**config.mk**
```make
export PLATFORM = sky130hd
export DESIGN_NAME = htd_front
export DESIGN_NICKNAME = d
export VERILOG_FILES = /design/src/hdl/htd_pkg.sv /design/src/hdl/htd_fifo.sv /design/src/hdl/htd_front.sv
export SDC_FILE = /design/constraint.sdc
export NUM_CORES = 1
export LEC_CHECK = 0
export ABC_AREA = 1
export BUFFER_PORTS_ARGS = -buffer_cell sky130_fd_sc_hd__buf_2
export CAP_MARGIN = 25
export CORE_ASPECT_RATIO = 0.7
export CORE_MARGIN = 1
export CORE_UTILIZATION = 49
export DETAILED_ROUTE_END_ITERATION = 8
export PLACE_DENSITY = 0.88
export SLEW_MARGIN = 10
export SYNTH_ARGS = -nofsm -noshare
export SYNTH_HDL_FRONTEND = slang
export SYNTH_SLANG_ARGS = --single-unit
```
**constraint.sdc**
```tcl
create_clock -name clk -period 2.54 [get_ports clk]
set_input_delay 0.127 -clock clk [delete_from_list [all_inputs] [get_ports clk]]
set_output_delay 0.127 -clock clk [all_outputs]
set_load 0.005 [all_outputs]
```
**src/hdl/htd_pkg.sv**
```systemverilog
// shared types and constants of the huffman tree decoder
`timescale 1ns / 1ps

package htd_pkg;

	localparam logic [1:0] FUNC_LOAD   = 2'd0;
	localparam logic [1:0] FUNC_START  = 2'd1;
	localparam logic [1:0] FUNC_DECODE = 2'd2;

	localparam int unsigned ROOT_NODE  = 254;
	localparam int unsigned LEAF_LIMIT = 256;

	localparam int unsigned ARG_W     = 26;
	localparam int unsigned CMD_DEPTH = 2;
	localparam int unsigned RES_DEPTH = 4;

	typedef enum logic [1:0] {
		OP_LOAD,
		OP_START,
		OP_DECODE
	} op_t;

	typedef struct packed {
		op_t              op;
		logic [ARG_W-1:0] arg;
	} cmd_t;

	typedef struct packed {
		logic [7:0] symbol;
		logic       last_of_item;
		logic       chunk_done;
	} res_t;

endpackage

```
**src/hdl/htd_fifo.sv**
```systemverilog
// small synchronous first-in first-out queue
`timescale 1ns / 1ps

module htd_fifo #(
	parameter int unsigned WIDTH = 8,
	parameter int unsigned DEPTH = 2
) (
	input  logic             clk,
	input  logic             arst_n,
	input  logic             push,
	input  logic [WIDTH-1:0] din,
	output logic             full,
	input  logic             pop,
	output logic [WIDTH-1:0] dout,
	output logic             empty
);

	localparam int unsigned PW = (DEPTH > 1) ? $clog2(DEPTH) : 1;
	localparam int unsigned CW = $clog2(DEPTH + 1);

	logic [WIDTH-1:0] mem_q [DEPTH];
	logic [PW-1:0]    wr_ptr_q;
	logic [PW-1:0]    rd_ptr_q;
	logic [CW-1:0]    count_q;
	logic             do_push;
	logic             do_pop;

	assign full    = (count_q == CW'(DEPTH));
	assign empty   = (count_q == '0);
	assign do_push = push && !full;
	assign do_pop  = pop && !empty;
	assign dout    = mem_q[rd_ptr_q];

	always_ff @(posedge clk) begin
		if (do_push) begin
			mem_q[wr_ptr_q] <= din;
		end
	end

	always_ff @(posedge clk or negedge arst_n) begin
		if (!arst_n) begin
			wr_ptr_q <= '0;
			rd_ptr_q <= '0;
			count_q  <= '0;
		end else begin
			if (do_push) begin
				wr_ptr_q <= (wr_ptr_q == PW'(DEPTH - 1)) ? '0 : wr_ptr_q + PW'(1);
			end
			if (do_pop) begin
				rd_ptr_q <= (rd_ptr_q == PW'(DEPTH - 1)) ? '0 : rd_ptr_q + PW'(1);
			end
			if (do_push && !do_pop) begin
				count_q <= count_q + CW'(1);
			end else if (do_pop && !do_push) begin
				count_q <= count_q - CW'(1);
			end
		end
	end

endmodule

```
**src/hdl/htd_front.sv**
```systemverilog
// front end: takes input words, sorts them into commands and queues them
`timescale 1ns / 1ps

module htd_front import htd_pkg::*; (
	input  logic        clk,
	input  logic        arst_n,
	input  logic        push,
	output logic        full,
	input  logic [1:0]  func,
	input  logic [7:0]  node_index,
	input  logic [8:0]  child_zero,
	input  logic [8:0]  child_one,
	input  logic [23:0] chunk_length,
	input  logic [7:0]  data_byte,
	input  logic        cmd_pop,
	output cmd_t        cmd,
	output logic        cmd_empty
);

	cmd_t cmd_in;
	logic known;

	always_comb begin
		cmd_in = '{op: OP_LOAD, arg: '0};
		known  = 1'b1;
		case (func)
			FUNC_LOAD: begin
				cmd_in.op  = OP_LOAD;
				cmd_in.arg = {child_one, child_zero, node_index};
			end
			FUNC_START: begin
				cmd_in.op  = OP_START;
				cmd_in.arg = {2'b00, chunk_length};
			end
			FUNC_DECODE: begin
				cmd_in.op  = OP_DECODE;
				cmd_in.arg = {18'd0, data_byte};
			end
			default: begin
				known = 1'b0;
			end
		endcase
	end

	htd_fifo #(
		.WIDTH ($bits(cmd_t)),
		.DEPTH (CMD_DEPTH)
	) u_cmd_fifo (
		.clk    (clk),
		.arst_n (arst_n),
		.push   (push && !full && known),
		.din    (cmd_in),
		.full   (full),
		.pop    (cmd_pop),
		.dout   (cmd),
		.empty  (cmd_empty)
	);

endmodule

```
==> impl_metrics.ini, run 1 <==
[run_status]
status = completed

[clocking]
path_clk_slew_ps = 60
numClockSinks = 60
cts_made_buffers = 9
clkLatencyLatePin_ps = 330
post_cts_buffers = 0
htreeDepth = 3
cts_root_buf = clkbuf_8
cts.path.max_buffers = 2
cts_tree = done

[critical_path]
regToRegSetupSlack_ps = 900
r2r-start = u_cmd_fifo.count_q[1]$_DFFE_PN0P_
crit_required_ps = 2410
end_kind = output pin
slowest_delay_ps = 610
rr_worst_depth = 6
slowest_stage = inv_1
worstSetupPathType = reg -> out
worstPathArrival_ps = 1670
r2r-end = u_cmd_fifo.mem_q[0][25]$_DFFE_PP_
crit_top_cell = nand2_1
critPathMaxFanout = 29
critPathLaunchType = register
crit_path_cell_trace = inv_1, nand2_1, nand2_1, buf_2

[pwr]
ir_drop_uv = 346.2
leakagePower_nw = 1.622
powerDensity_mw_per_mm2 = 902.4
totalPowerFinal_mw = 3.011

[worst_hold_path]
min_path_type = in -> reg
whs_path_depth = 3
worstHoldEndpoint = u_cmd_fifo.rd_ptr_q$_DFFE_PN0P_
hp-start = cmd_pop

[cells_and_area]
antennaDiodeCount = 0
final_core_utilization = 0.6380
drive_above_1_share = 0.2952
layout_commonest_cell = nand2_1
final_cell_mix = nand2_1, buf_2, edfxtp_1
nets = 437
area_delta_synth_final_pct = 25.51

[drt]
wire_per_inst_microns = 12.06
drc = 0
vias = 2132
dr.pass1.iters = 4
drtIter0Drc = 91
wl_mm = 5.402
postRouteAntennaNets = 0
viasPerCell = 4.759

[global_routing]
overflow = 0
antenna_found_initial = 0
grt_max_degree = 30
grt_pass1_vias = 1992
grt_pass1_wl_mm = 8.797
grt_usage = 0.2073

[timing]
fmax_mhz = 558.0
rsz0062_at_grt = no
hold_ws_ps = 43.40
period_minus_slack_ps = 1792
final.period_utilization = 0.7056
fin_skew_ps = 5.011
finalHoldViolCount = 0
drv_slew = 0
relSlewSlack = 0.4452
fin_tns_setup_ps = 0
finalSetupViolCount = 0
tightestPinTransition_ps = 831.3

[synthesis]
syn_nets = 339
synth-seq-cells = 60
synthCells = 274
yosysWarnings = 0
yosys.area.top_type_share = 0.6325
synth_cell_types = 17
ys_seq_area_frac = 0.6701
synth_area_leaders = edfxtp_1, nand2_1, dfrtp_1
yosysTopAreaCell = edfxtp_1
synth.cell_area_sq_mm = 0.002659
synth.avg_cell_area_sq_um = 9.704

[placed_design]
io_buffers = 93
hpwl_mm = 3.652
gp_congestion = 0.7175

[die]
die_area_sq_mm = 0.005730
pin_count = 94
core_area_sq_mm = 0.005230
start_util = 0.5084
rows = 22
die_width_microns = 90.05
fp.dieH_microns = 63.63

[run]
cap_violations = 0
## flip-flops by register name, indices dropped and copies added (netlist names)
register and count:
u_cmd_fifo.count_q 2, u_cmd_fifo.mem_q 56, u_cmd_fifo.wr_ptr_q 1, u_cmd_fifo.rd_ptr_q 1
## worst max-delay path: cells and delay by family (launching register included)
kind	cells	cell delay, ps
DFF	1	380
buffers and inverters	2	720
and+or+nand+nor	2	230
## per-layer routing
metal / vias to the layer above / part of all wire / track usage
met3: 14 / 0.072 / 0.07729
met5: - / 0 / 0
met1: 956 / 0.43 / 0.2355
met4: 0 / 0.023 / 0.09879
met2: 90 / 0.47 / 0.3492
li1: 1072 / - / -
## layout make-up
class / count / area [sq um]
Clock buffer: 10 / 127.6
Clock inverter: 5 / 20.02
Fill cell: 452 / 1893
Inverter: 12 / 45.04
Multi-Input combinational cell: 192 / 774.5
Sequential cell: 60 / 1782
Tap cell: 72 / 90.09
Timing Repair Buffer: 97 / 498.0
## how the worst max path moves through the flow
stage / start / endpoint / slack, ps
3_5_place_dp: u_cmd_fifo.count_q[1]$_DFFE_PN0P_ / u_cmd_fifo.mem_q[0][24]$_DFFE_PP_ / 930
6_report: u_cmd_fifo.rd_ptr_q$_DFFE_PN0P_ / cmd[23] / 750
2_1_floorplan: u_cmd_fifo.count_q[0]$_DFFE_PN0P_ / u_cmd_fifo.mem_q[1][0]$_DFFE_PP_ / 340
5_1_grt: u_cmd_fifo.rd_ptr_q$_DFFE_PN0P_ / cmd[19] / 600
3_3_place_gp: u_cmd_fifo.count_q[1]$_DFFE_PN0P_ / u_cmd_fifo.mem_q[0][25]$_DFFE_PP_ / 1090
4_1_cts: u_cmd_fifo.rd_ptr_q$_DFFE_PN0P_ / cmd[23] / 700
## cells in the mapped netlist
cell / number
nand2_1: 168
dfrtp_1: 4
ha_1: 1
edfxtp_1: 56
o21ai_0: 1
buf_2: 6
nand3_1: 10
nor2_4: 2
nor2_1: 6
clkbuf_1: 2
nand4_1: 1
xnor2_1: 1
nor2_2: 1
inv_2: 1
nand3b_1: 1
inv_1: 11
buf_6: 2
## power breakdown
part | total, mW | switching, mW | internal, mW
registers | 1.38 | 0.0667 | 1.32
clock network | 0.649 | 0.317 | 0.332
logic | 0.979 | 0.611 | 0.368
## stage by stage
stage | area, sq um | std cells | worst slack [ps]
2_1_floorplan | 2659 | 274 | 336.4
3_3_place_gp | 3179 | 432 | 1092
3_5_place_dp | 3179 | 432 | 927.1
4_1_cts | 3337 | 448 | 704.7
5_1_grt | 3337 | 448 | 602.0
6_report | 3337 | 448 | 747.7
## kinds of logic after synthesis
group / after synthesis / synth area share
fa+ha+maj: 1 / 0.004705
buf+inv: 22 / 0.03953
flops: 60 / 0.6701
simple gates: 189 / 0.2805
xor+xnor: 1 / 0.003295
compound gates: 1 / 0.001881
## what timing repair did
item / in CTS / in global routing
hold endpoints to repair: 4 / 0
gates resized for setup: 0 / 0
hold buffers: 1 / 0
Note: power is estimated with default switching activity, not from simulation.
==> inputs of run 2 (changes only) <==
- clock period: 2.54 -> 1.9 ns (I/O delays scaled with it)
==> run 2 against run 1 <==
Against the previous run:
- hold slack lost 8.1 ps
- global-route usage up 1.2 points
- combinational power up 37%
- setup slack got worse by 530 ps
- final area increased by 0.94%
- clock power is 39% higher
==> impl_metrics.ini, run 2 (synthesis gave the netlist of run 1 again) <==
[pwr]
powerDensity_mw_per_mm2 = 1217
leakagePower_nw = 1.637
ir_drop_uv = 561.9

[clocking]
numClockSinks = 60
cts_root_buf = clkbuf_8
clkLatencyLatePin_ps = 330
post_cts_buffers = 0
cts.path.max_buffers = 2
cts_tree = done
htreeDepth = 3
cts_made_buffers = 9
path_clk_slew_ps = 60

[placed_design]
hpwl_mm = 3.832
gp_congestion = 0.7196
io_buffers = 93
placed_area_sq_mm = 0.003199
place_ws_ps = 428.7

[critical_path]
critPathMaxFanout = 17
crit_required_ps = 1800
regToRegSetupSlack_ps = 420
end_kind = output pin
critPathLaunchType = register
worstSetupPathType = reg -> out
worstPathArrival_ps = 1580
rr_worst_depth = 5

[global_routing]
grt_usage = 0.2191
grt_pass1_wl_mm = 9.280
grt_pass1_vias = 2123
antenna_found_initial = 0
overflow = 0
grt_max_degree = 30

[run_status]
status = completed

[cells_and_area]
registers.top_by_ff_count = u_cmd_fifo.mem_q
layout_commonest_cell = nand2_1
multi_input_area_sq_um = 774.5
regArea_sq_mm = 0.001782
final_area_sq_mm = 0.003368
n_fill_cell = 438
final_cell_mix = nand2_1, buf_2, edfxtp_1
largest_reg_flops = 56
nets = 438
top_regs = u_cmd_fifo.mem_q (56), u_cmd_fifo.count_q (2)
area_delta_synth_final_pct = 26.68
antennaDiodeCount = 0
drive_above_1_share = 0.3069

[die]
pin_count = 94
die_area_sq_mm = 0.005730
rows = 22
fp.dieH_microns = 63.63
start_util = 0.5084
die_width_microns = 90.05
core_area_sq_mm = 0.005230

[drt]
wl_mm = 5.628
dr.pass1.iters = 4
drc = 0
vias = 2127
drtIter0Drc = 103
postRouteAntennaNets = 0
wire_per_inst_microns = 12.51
viasPerCell = 4.727

[timing]
finalHoldViolCount = 0
tightestPinTransition_ps = 627.4
fin_tns_setup_ps = 0
final.period_utilization = 0.8832
drv_slew = 0
fmax_mhz = 595.9
rsz0062_at_grt = no
period_minus_slack_ps = 1678
relSlewSlack = 0.5807
fin_skew_ps = 10.72
finalSetupViolCount = 0
setup_slack_ps = 222.0

[run]
cap_violations = 0

[worst_hold_path]
min_path_type = in -> reg
whs_path_depth = 3
==> run 2: cell count changes in the layout (fill, tap and decap cells not counted) <==
cell / before / now
clkinv_1: 4 / 1
clkinv_2: 1 / 4
buf_12: 0 / 1
clkinvlp_4: 0 / 1
==> run 2: stage by stage <==
| stage | instances | hold slack, ps | util | power, mW |
|---|---|---|---|---|
| floorplan | 274 | -200.6 | - | 2.614 |
| global placement | 433 | -99.73 | 0.6117 | 3.158 |
| detailed placement | 433 | -99.95 | 0.6117 | 3.214 |
| CTS | 450 | 25.35 | 0.6440 | 4.120 |
| global route | 450 | 43.88 | 0.6440 | 4.374 |
| finish | 450 | 35.33 | 0.6440 | 4.098 |
==> run 2: worst max-delay path, stage by stage (launching register included) <==
cell and delay (ps):
dfrtp_1 380, inv_1 300, buf_4 300, nand2_1 70, nand2_1 80, buf_2 110
==> run 2: metal layers <==
metal,up-vias,GRT usage,wire (microns)
met2,89,0.3635,2739
met5,-,0,0
met3,14,0.07850,426
met4,0,0.1310,144
met1,943,0.2452,2317
li1,1081,-,-
==> run 2: repair_timing <==
action	4_1_cts	5_1_grt
gates resized for setup	0	0
endpoints found under the hold margin	4	0
endpoints found under the setup margin	0	0
hold buffers	1	0
==> run 2: layout make-up <==
class | instances | area share
Clock inverter | 6 | 0.009287
Multi-Input combinational cell | 192 | 0.2299
Sequential cell | 60 | 0.5290
Tap cell | 72 | 0.02675
Clock buffer | 10 | 0.03789
Timing Repair Buffer | 98 | 0.1538
Inverter | 12 | 0.01337
==> run 2: power by group <==
group	leakage, nW	total (mW)	internal [mW]	switching [mW]
Clock	0.0832	0.904	0.458	0.447
Sequential	0.575	1.85	1.76	0.0927
Combinational	0.979	1.34	0.516	0.826
Total	1.64	4.10	2.73	1.37
==> run 2: path summary, 6_finish.rpt <==
kind                                                     end                              start
max reg2reg                 u_cmd_fifo.mem_q[1][6]$_DFFE_PP_  u_cmd_fifo.count_q[0]$_DFFE_PN0P_
min                          u_cmd_fifo.rd_ptr_q$_DFFE_PN0P_                            cmd_pop
max                                                  cmd[19]    u_cmd_fifo.rd_ptr_q$_DFFE_PN0P_
min in group asynchronous  u_cmd_fifo.count_q[1]$_DFFE_PN0P_                             arst_n
max in group asynchronous    u_cmd_fifo.wr_ptr_q$_DFFE_PN0P_                             arst_n
min reg2reg                  u_cmd_fifo.wr_ptr_q$_DFFE_PN0P_    u_cmd_fifo.wr_ptr_q$_DFFE_PN0P_
