<file path="config.mk">
export PLATFORM = sky130hd
export DESIGN_NAME = htd_fifo
export DESIGN_NICKNAME = d
export VERILOG_FILES = /design/src/hdl/htd_fifo.sv
export SDC_FILE = /design/constraint.sdc
export NUM_CORES = 1
export LEC_CHECK = 0
export BUFFER_PORTS_ARGS = -buffer_cell sky130_fd_sc_hd__buf_4
export CAP_MARGIN = 5
export CORE_UTILIZATION = 48
export DETAILED_ROUTE_END_ITERATION = 8
export MAX_ROUTING_LAYER = met4
export PLACE_DENSITY = 0.86
export SLEW_MARGIN = 20
export SYNTH_ARGS = -nofsm -noshare
export SYNTH_HDL_FRONTEND = slang
export SYNTH_SLANG_ARGS = --single-unit
export TNS_END_PERCENT = 1
</file>
<file path="constraint.sdc">
create_clock -name clk -period 2.1 [get_ports clk]
set_clock_uncertainty 0.2 [all_clocks]
set_input_delay 0.105 -clock clk [delete_from_list [all_inputs] [get_ports clk]]
set_output_delay 0.105 -clock clk [all_outputs]
set_load 0.01 [all_outputs]
</file>
<file path="src/hdl/htd_fifo.sv">
// small synchronous first-in first-out queue
`timescale 1ns / 1ps

module htd_fifo #(
	parameter int unsigned WIDTH = 8,
	parameter int unsigned DEPTH = 2
) (
	input  logic             clk,
	input  logic             arst_n,
	input  logic             push,
	input  logic [WIDTH-1:0] din,
	output logic             full,
	input  logic             pop,
	output logic [WIDTH-1:0] dout,
	output logic             empty
);

	localparam int unsigned PW = (DEPTH > 1) ? $clog2(DEPTH) : 1;
	localparam int unsigned CW = $clog2(DEPTH + 1);

	logic [WIDTH-1:0] mem_q [DEPTH];
	logic [PW-1:0]    wr_ptr_q;
	logic [PW-1:0]    rd_ptr_q;
	logic [CW-1:0]    count_q;
	logic             do_push;
	logic             do_pop;

	assign full    = (count_q == CW'(DEPTH));
	assign empty   = (count_q == '0);
	assign do_push = push && !full;
	assign do_pop  = pop && !empty;
	assign dout    = mem_q[rd_ptr_q];

	always_ff @(posedge clk) begin
		if (do_push) begin
			mem_q[wr_ptr_q] <= din;
		end
	end

	always_ff @(posedge clk or negedge arst_n) begin
		if (!arst_n) begin
			wr_ptr_q <= '0;
			rd_ptr_q <= '0;
			count_q  <= '0;
		end else begin
			if (do_push) begin
				wr_ptr_q <= (wr_ptr_q == PW'(DEPTH - 1)) ? '0 : wr_ptr_q + PW'(1);
			end
			if (do_pop) begin
				rd_ptr_q <= (rd_ptr_q == PW'(DEPTH - 1)) ? '0 : rd_ptr_q + PW'(1);
			end
			if (do_push && !do_pop) begin
				count_q <= count_q + CW'(1);
			end else if (do_pop && !do_push) begin
				count_q <= count_q - CW'(1);
			end
		end
	end

endmodule

</file>
==> results of run 1 <==
[Yosys cell counts, drive strengths merged]
cell type	number
and3	1
buf	1
dfrtp	4
edfxtp	16
ha	1
inv	2
mux2	8
nand2	1
nand2b	1
nor2	3
o21ai	1
xnor2	3
xor2	2
[cell families (layout without fill, tap and decap cells)]
kind of cell    Yosys count  after routing  share of synthesized area
compound gates            1              1                    0.00639
xor+xnor                  5              5                     0.0656
fa+ha+maj                 1              1                     0.0160
buf+inv                   3             40                     0.0160
flops                    20             20                      0.742
mux                       8              8                      0.115
simple gates              6              6                     0.0384
[power breakdown]
| group | switching [W] | internal, W | total, W |
|---|---|---|---|
| sequential | 0.0000869 | 0.000554 | 0.000641 |
| clock | 0.000108 | 0.000105 | 0.000213 |
| combinational | 0.000214 | 0.000277 | 0.000491 |
| total | 0.000408 | 0.000936 | 0.00134 |
[through the flow]
step	area (sq um)	total power (W)	utilization
floorplan	782	0.000917	-
global placement	962	0.00110	0.639
detailed placement	962	0.00112	0.639
CTS	1120	0.00135	0.743
global route	1120	0.00142	0.743
finish	1120	0.00134	0.743
[routing by layer]
metal / wire length, um / up-vias / global-route usage
li1: - / 232 / -
met1: 533 / 235 / 0.188
met2: 643 / 16 / 0.262
met3: 63 / 4 / 0.0431
met4: 27 / 0 / 0.0313
met5: 0 / - / -
[final cells by class]
cell class	instances	area, sq um	area share
Clock buffer	4	36.3	0.0324
Inverter	2	7.51	0.00671
Multi-Input combinational cell	21	189	0.169
Sequential cell	20	581	0.519
Tap cell	16	20.0	0.0179
Timing Repair Buffer	34	285	0.255
[final timing paths]
check	start	endpoint	slack [ns]	cells after the start
max reg2reg	count_q[0]	count_q[1]	0.36	6
max in group asynchronous	arst_n	rd_ptr_q	0.99	3
min in group asynchronous	arst_n	wr_ptr_q	0.55	3
max	count_q[0]	count_q[1]	0.36	6
min reg2reg	wr_ptr_q	wr_ptr_q	0.33	1
min	wr_ptr_q	wr_ptr_q	0.33	1
[registers in the layout, indices dropped and copies added, names as in the netlist]
signal / cells
wr_ptr_q: 1
count_q: 2
rd_ptr_q: 1
mem_q: 16
==> impl_results.html, run 1 <==
<table>
<tr><th>Metric</th><th>Value</th></tr>
<tr><th colspan="2">Final layout</th></tr>
<tr><td>Count of placed standard cells in the final layout, fillers left out</td><td>97</td></tr>
<tr><td>Number of fillers in the final layout</td><td>97</td></tr>
<tr><td>Count of nets after finishing</td><td>95</td></tr>
<tr><td>Most frequent standard cell in the layout excluding fill and tap cells</td><td>sky130_fd_sc_hd__buf_4</td></tr>
<tr><td>Growth of design area from synthesis to finish</td><td>43.0%</td></tr>
<tr><td>Antenna Diode Count</td><td>0</td></tr>
<tr><td>Proportion of layout cells with a drive suffix above 1</td><td>0.370</td></tr>
<tr><td>Most frequent cells in the layout</td><td>sky130_fd_sc_hd__buf_4 (22), sky130_fd_sc_hd__edfxtp_1 (16), sky130_fd_sc_hd__dlygate4sd3_1 (12)</td></tr>
<tr><th colspan="2">Setup path</th></tr>
<tr><td>Critical path startpoint category</td><td>register</td></tr>
<tr><td>Number of buffer and inverter instances along the worst setup path</td><td>1</td></tr>
<tr><td>Cell with the largest stage delay on the worst path</td><td>sky130_fd_sc_hd__dfrtp_1</td></tr>
<tr><td>Critical path class</td><td>register to register</td></tr>
<tr><td>CP arrival</td><td>1.76 ns</td></tr>
<tr><td>Cells along the critical path</td><td>nand2b_1, nand2_2, inv_1, ha_1, nor2_1, xor2_1</td></tr>
<tr><td>Critical Path Fanout Max</td><td>5</td></tr>
<tr><td>CP max stage delay</td><td>0.44 ns</td></tr>
<tr><td>Family of cells with the greatest summed delay on the critical path</td><td>simple AND/OR/NAND/NOR gates</td></tr>
<tr><td>Crit end category</td><td>register</td></tr>
<tr><td>Critical path required time</td><td>2.11 ns</td></tr>
<tr><th colspan="2">CTS</th></tr>
<tr><td>Post-CTS Hold Buffers</td><td>12</td></tr>
<tr><td>Worst-skew pair later-pin latency</td><td>0.28 ns</td></tr>
<tr><td>Inserted Clock Buffers</td><td>3</td></tr>
<tr><td>Clock Root Buffer</td><td>sky130_fd_sc_hd__clkbuf_4</td></tr>
<tr><td>Number of sinks on the clock net</td><td>20</td></tr>
<tr><td>CTS tree</td><td>yes</td></tr>
<tr><td>Worst-path clk slew</td><td>0.11 ns</td></tr>
<tr><td>Number of cells upsized or downsized after cts</td><td>0</td></tr>
<tr><td>Post-CTS Setup Repair Bufs</td><td>0</td></tr>
<tr><td>Deepest level of the CTS H-tree</td><td>1</td></tr>
<tr><td>Maximum clock path buffer count</td><td>2</td></tr>
<tr><th colspan="2">Global routing</th></tr>
<tr><td>Overall track demand over capacity in global routing</td><td>0.155</td></tr>
<tr><td>Largest net degree at the start of global routing</td><td>12</td></tr>
<tr><td>Initial antenna violation count</td><td>0</td></tr>
<tr><td>Number of global-route vias before repair</td><td>486</td></tr>
<tr><td>Overflow left after global routing</td><td>0</td></tr>
<tr><td>Global-route wire length before repair</td><td>2.00 mm</td></tr>
<tr><th colspan="2">Flow run</th></tr>
<tr><td># Max-Cap Violations</td><td>0</td></tr>
<tr><th colspan="2">Run status</th></tr>
<tr><td>Status</td><td>complete, no violations</td></tr>
<tr><th colspan="2">STA</th></tr>
<tr><td>Post-Route Hold Slack</td><td>0.326 ns</td></tr>
<tr><td>Post-layout worst setup margin</td><td>0.355 ns</td></tr>
<tr><td>Final Max Tran Viols</td><td>0</td></tr>
<tr><td>Crit share post-route</td><td>0.831</td></tr>
<tr><td>Time the final worst path needs with I/O delays and setup</td><td>1.74 ns</td></tr>
<tr><td>Final-layout setup total negative slack</td><td>0 ns</td></tr>
<tr><td>RSZ-0062 raised after global routing</td><td>false</td></tr>
<tr><td>Max transition margin</td><td>0.731</td></tr>
<tr><td>Least-Margin Pin Slew</td><td>0.404 ns</td></tr>
<tr><td>Final number of hold-violating endpoints</td><td>0</td></tr>
<tr><td>Max Fclk</td><td>0.573 GHz</td></tr>
<tr><td>Setup-violating endpoint count in the final report</td><td>0</td></tr>
<tr><th colspan="2">Power</th></tr>
<tr><td>Peak ir drop on the vdd network</td><td>0.000716 V</td></tr>
<tr><td>Total leakage power</td><td>0.468 nW</td></tr>
<tr><td>Total power divided by cell area</td><td>1200 nW/um^2</td></tr>
<tr><th colspan="2">Floorplanning</th></tr>
<tr><td>Core outline area</td><td>1510 sq um</td></tr>
<tr><td>Chip Height</td><td>42.4 um</td></tr>
<tr><td>I/O pin cnt</td><td>22</td></tr>
<tr><td>Die width</td><td>42.4 um</td></tr>
<tr><td>Die ar.</td><td>1790 sq um</td></tr>
<tr><td>Number of placement rows</td><td>14</td></tr>
<tr><td>Starting density of the core</td><td>0.519</td></tr>
<tr><th colspan="2">Detailed routing</th></tr>
<tr><td>Violation count after the first detailed-routing iteration</td><td>7</td></tr>
<tr><td>Via/cell ratio</td><td>5.02</td></tr>
<tr><td>Post-route DRC</td><td>0</td></tr>
<tr><td>Routed wire per std cell</td><td>13.1 um</td></tr>
<tr><td>Number of routed nets with antenna violations</td><td>0</td></tr>
<tr><td>WL final</td><td>1.27 mm</td></tr>
<tr><td>Total number of vias</td><td>487</td></tr>
<tr><td>First-pass detailed-route iteration total</td><td>3</td></tr>
<tr><th colspan="2">Placement</th></tr>
<tr><td>Cell Count Post-Placement</td><td>81</td></tr>
<tr><td>Count of input and output buffers</td><td>21</td></tr>
<tr><td>Final estimated routing congestion in global placement</td><td>0.648</td></tr>
<tr><td>Pre-CTS setup slack</td><td>0.410 ns</td></tr>
<tr><th colspan="2">Worst hold path</th></tr>
<tr><td>Type of the most critical hold path</td><td>register to register</td></tr>
<tr><th colspan="2">Synth</th></tr>
<tr><td>Mean cell area of the mapped netlist</td><td>17.8 sq um</td></tr>
<tr><td>Number of storage elements in the synthesis netlist</td><td>20</td></tr>
<tr><td>Seq/Total Area, Yosys</td><td>0.742</td></tr>
<tr><td>Largest cells by area after synthesis</td><td>sky130_fd_sc_hd__edfxtp_1 (61%), sky130_fd_sc_hd__dfrtp_1 (13%), sky130_fd_sc_hd__mux2_1 (8.6%)</td></tr>
<tr><td>Synth cell types</td><td>15</td></tr>
<tr><td>Post-synth top area cell</td><td>sky130_fd_sc_hd__edfxtp_1</td></tr>
<tr><td>Total standard cell area after synthesis</td><td>782 sq um</td></tr>
<tr><td>Gate count after technology mapping</td><td>44</td></tr>
<tr><td>Area share of the largest cell type after synthesis</td><td>0.614</td></tr>
<tr><td>Syn nets</td><td>57</td></tr>
<tr><td>Syn. warnings</td><td>0</td></tr>
</table>
No activity file was read; power rests on OpenSTA's default activity.
==> run 2, diff against run 1 <==
CORE_UTILIZATION = 44   (was 48)
PLACE_DENSITY = 0.84   (was 0.86)
clock period = 1.5 ns   (was 2.1 ns; I/O delays follow)
==> impl_results.html, run 2 (synthesis gave the netlist of run 1 again) <==
<table>
<tr><th>Metric</th><th>Value</th></tr>
<tr><th colspan="2">Run status</th></tr>
<tr><td>Status</td><td>complete, but fails checks</td></tr>
<tr><td>Violated checks</td><td>setup timing</td></tr>
<tr><th colspan="2">Floorplanning</th></tr>
<tr><td>Core outline area</td><td>1580 sq um</td></tr>
<tr><td>Die ar.</td><td>1950 sq um</td></tr>
<tr><td>Die width</td><td>44.2 um</td></tr>
<tr><td>Chip Height</td><td>44.2 um</td></tr>
<tr><td>Number of placement rows</td><td>14</td></tr>
<tr><td>Starting density of the core</td><td>0.496</td></tr>
<tr><td>I/O pin cnt</td><td>22</td></tr>
<tr><th colspan="2">Final layout</th></tr>
<tr><td>Most flops, register</td><td>mem_q</td></tr>
<tr><td>Count of nets after finishing</td><td>105</td></tr>
<tr><td>Proportion of layout cells with a drive suffix above 1</td><td>0.593</td></tr>
<tr><td>Most frequent cells in the layout</td><td>sky130_fd_sc_hd__buf_4 (21), sky130_fd_sc_hd__edfxtp_1 (16), sky130_fd_sc_hd__dlygate4sd3_1 (12)</td></tr>
<tr><td>Growth of design area from synthesis to finish</td><td>63.7%</td></tr>
<tr><td>Multi-input gate area</td><td>241 sq um</td></tr>
<tr><td>Registers with the most flip-flops</td><td>mem_q x16, count_q x2</td></tr>
<tr><td>Area occupied by registers</td><td>583 sq um</td></tr>
<tr><td>Number of flip-flops under the largest register name</td><td>16</td></tr>
<tr><td>Most frequent standard cell in the layout excluding fill and tap cells</td><td>sky130_fd_sc_hd__buf_4</td></tr>
<tr><td>Finished layout cell area</td><td>1280 sq um</td></tr>
<tr><td>Antenna Diode Count</td><td>0</td></tr>
<tr><td>Number of fillers in the final layout</td><td>90</td></tr>
<tr><td>Count of placed standard cells in the final layout, fillers left out</td><td>107</td></tr>
<tr><th colspan="2">Detailed routing</th></tr>
<tr><td>Via/cell ratio</td><td>5.13</td></tr>
<tr><td>Total number of vias</td><td>549</td></tr>
<tr><td>Number of routed nets with antenna violations</td><td>0</td></tr>
<tr><td>Post-route DRC</td><td>0</td></tr>
<tr><td>WL final</td><td>1.72 mm</td></tr>
<tr><td>Routed wire per std cell</td><td>16.0 um</td></tr>
<tr><td>First-pass detailed-route iteration total</td><td>6</td></tr>
<tr><td>Violation count after the first detailed-routing iteration</td><td>11</td></tr>
<tr><th colspan="2">Power</th></tr>
<tr><td>Peak ir drop on the vdd network</td><td>0.00120 V</td></tr>
<tr><td>Total power divided by cell area</td><td>1810 nW/um^2</td></tr>
<tr><td>Total leakage power</td><td>0.554 nW</td></tr>
<tr><th colspan="2">Setup path</th></tr>
<tr><td>Crit end category</td><td>output port</td></tr>
<tr><td>Number of buffer and inverter instances along the worst setup path</td><td>2</td></tr>
<tr><td>Critical path class</td><td>register to output port</td></tr>
<tr><td>Most frequent cell on the critical path</td><td>sky130_fd_sc_hd__buf_6</td></tr>
<tr><td>Family of cells with the greatest summed delay on the critical path</td><td>flip-flops</td></tr>
<tr><td>CP arrival</td><td>1.30 ns</td></tr>
<tr><td>Cells along the critical path</td><td>buf_6, mux2_4, buf_6</td></tr>
<tr><td>Critical path startpoint category</td><td>register</td></tr>
<tr><td>CP max stage delay</td><td>0.44 ns</td></tr>
<tr><td>Critical Path Fanout Max</td><td>4</td></tr>
<tr><td>Cell with the largest stage delay on the worst path</td><td>sky130_fd_sc_hd__dfrtp_2</td></tr>
<tr><td>Critical path required time</td><td>1.22 ns</td></tr>
<tr><th colspan="2">CTS</th></tr>
<tr><td>Clock Root Buffer</td><td>sky130_fd_sc_hd__clkbuf_4</td></tr>
<tr><td>Worst-path clk slew</td><td>0.11 ns</td></tr>
<tr><td>Inserted Clock Buffers</td><td>3</td></tr>
<tr><td>Maximum clock path buffer count</td><td>2</td></tr>
<tr><td>CTS tree</td><td>yes</td></tr>
<tr><td>Worst-skew pair later-pin latency</td><td>0.29 ns</td></tr>
<tr><td>Number of sinks on the clock net</td><td>20</td></tr>
<tr><td>Deepest level of the CTS H-tree</td><td>1</td></tr>
<tr><th colspan="2">STA</th></tr>
<tr><td>Max transition margin</td><td>0.845</td></tr>
<tr><td>Max Fclk</td><td>0.636 GHz</td></tr>
<tr><td>Post-Route Hold Slack</td><td>0.305 ns</td></tr>
<tr><td>Setup-violating endpoint count in the final report</td><td>9</td></tr>
<tr><td>Time the final worst path needs with I/O delays and setup</td><td>1.57 ns</td></tr>
<tr><td>Post-layout worst setup margin</td><td>-0.0725 ns</td></tr>
<tr><td>Least-Margin Pin Slew</td><td>0.231 ns</td></tr>
<tr><td>Final Max Tran Viols</td><td>0</td></tr>
<tr><td>Final number of hold-violating endpoints</td><td>0</td></tr>
<tr><td>Crit share post-route</td><td>1.05</td></tr>
<tr><td>RSZ-0062 raised after global routing</td><td>true</td></tr>
<tr><th colspan="2">Placement</th></tr>
<tr><td>DP Area</td><td>1010 sq um</td></tr>
<tr><td>Count of input and output buffers</td><td>21</td></tr>
<tr><td>Dpl hpwl</td><td>950 um</td></tr>
<tr><td>Cell Count Post-Placement</td><td>87</td></tr>
<tr><td>Final estimated routing congestion in global placement</td><td>0.735</td></tr>
<tr><th colspan="2">Global routing</th></tr>
<tr><td>Number of global-route vias before repair</td><td>648</td></tr>
<tr><td>Overflow left after global routing</td><td>0</td></tr>
<tr><td>Initial antenna violation count</td><td>0</td></tr>
<tr><td>Largest net degree at the start of global routing</td><td>12</td></tr>
<tr><td>Global-route wire length before repair</td><td>2.98 mm</td></tr>
<tr><td>Overall track demand over capacity in global routing</td><td>0.236</td></tr>
<tr><th colspan="2">Flow run</th></tr>
<tr><td># Max-Cap Violations</td><td>0</td></tr>
<tr><th colspan="2">Worst hold path</th></tr>
<tr><td>Type of the most critical hold path</td><td>primary input to register</td></tr>
</table>
-- run 2: changes by cell type in the layout (fill, tap and decap cells not counted), moves of 2 or more --
cell | previous run | this run
sky130_fd_sc_hd__dfrtp_2 | 0 | 2
sky130_fd_sc_hd__dfrtp_1 | 4 | 2
sky130_fd_sc_hd__buf_6 | 0 | 11
sky130_fd_sc_hd__mux2_4 | 0 | 6
sky130_fd_sc_hd__mux2_1 | 6 | 0
-- run 2: repair_timing --
item | in CTS | in global routing
endpoints found under the hold margin | 22 | 0
pin swaps | 3 | 2
resized for setup | 23 | 4
setup endpoints to repair | 17 | 25
hold buffers | 12 | 0
setup buffers | 4 | 0
-- run 2: routing by layer --
layer / track usage / up-vias / part of all wire
met5: - / - / 0
met4: 0.139 / 0 / 0.034
met3: 0.0408 / 6 / 0.036
met2: 0.421 / 23 / 0.55
met1: 0.240 / 271 / 0.38
li1: - / 249 / -
-- run 2: cell type report --
cell class,count,area share
Sequential cell,20,0.456
Timing Repair Buffer,44,0.314
Multi-Input combinational cell,21,0.189
Clock buffer,4,0.0205
Tap cell,16,0.0156
Inverter,2,0.00587
-- run 2: final timing paths --
check                            from           to  slack [ns]  cells past startpoint
min reg2reg                  wr_ptr_q     wr_ptr_q        0.39                      2
max reg2reg                count_q[0]   count_q[1]       -0.04                      7
max in group asynchronous      arst_n     rd_ptr_q        0.40                      3
min                            din[2]  mem_q[0][2]        0.31                      2
max                          rd_ptr_q      dout[0]       -0.07                      3
min in group asynchronous      arst_n     wr_ptr_q        0.49                      3
-- run 2: per-stage QoR --
step           total power, W  TNS [ns]  setup WS (ns)  utilization
2_1_floorplan         0.00129   -0.0760        -0.0760            -
3_3_place_gp          0.00165         0        0.00763        0.640
3_5_place_dp          0.00169    -0.122         -0.122        0.640
4_1_cts               0.00228    -0.553        -0.0695        0.802
5_1_grt               0.00246     -1.18         -0.120        0.812
6_report              0.00231    -0.512        -0.0725        0.812
-- run 2: power by group --
group          switching [W]  internal [W]
Combinational       0.000465      0.000722
Clock               0.000154      0.000103
Sequential         0.0000849      0.000782
Total               0.000705       0.00161
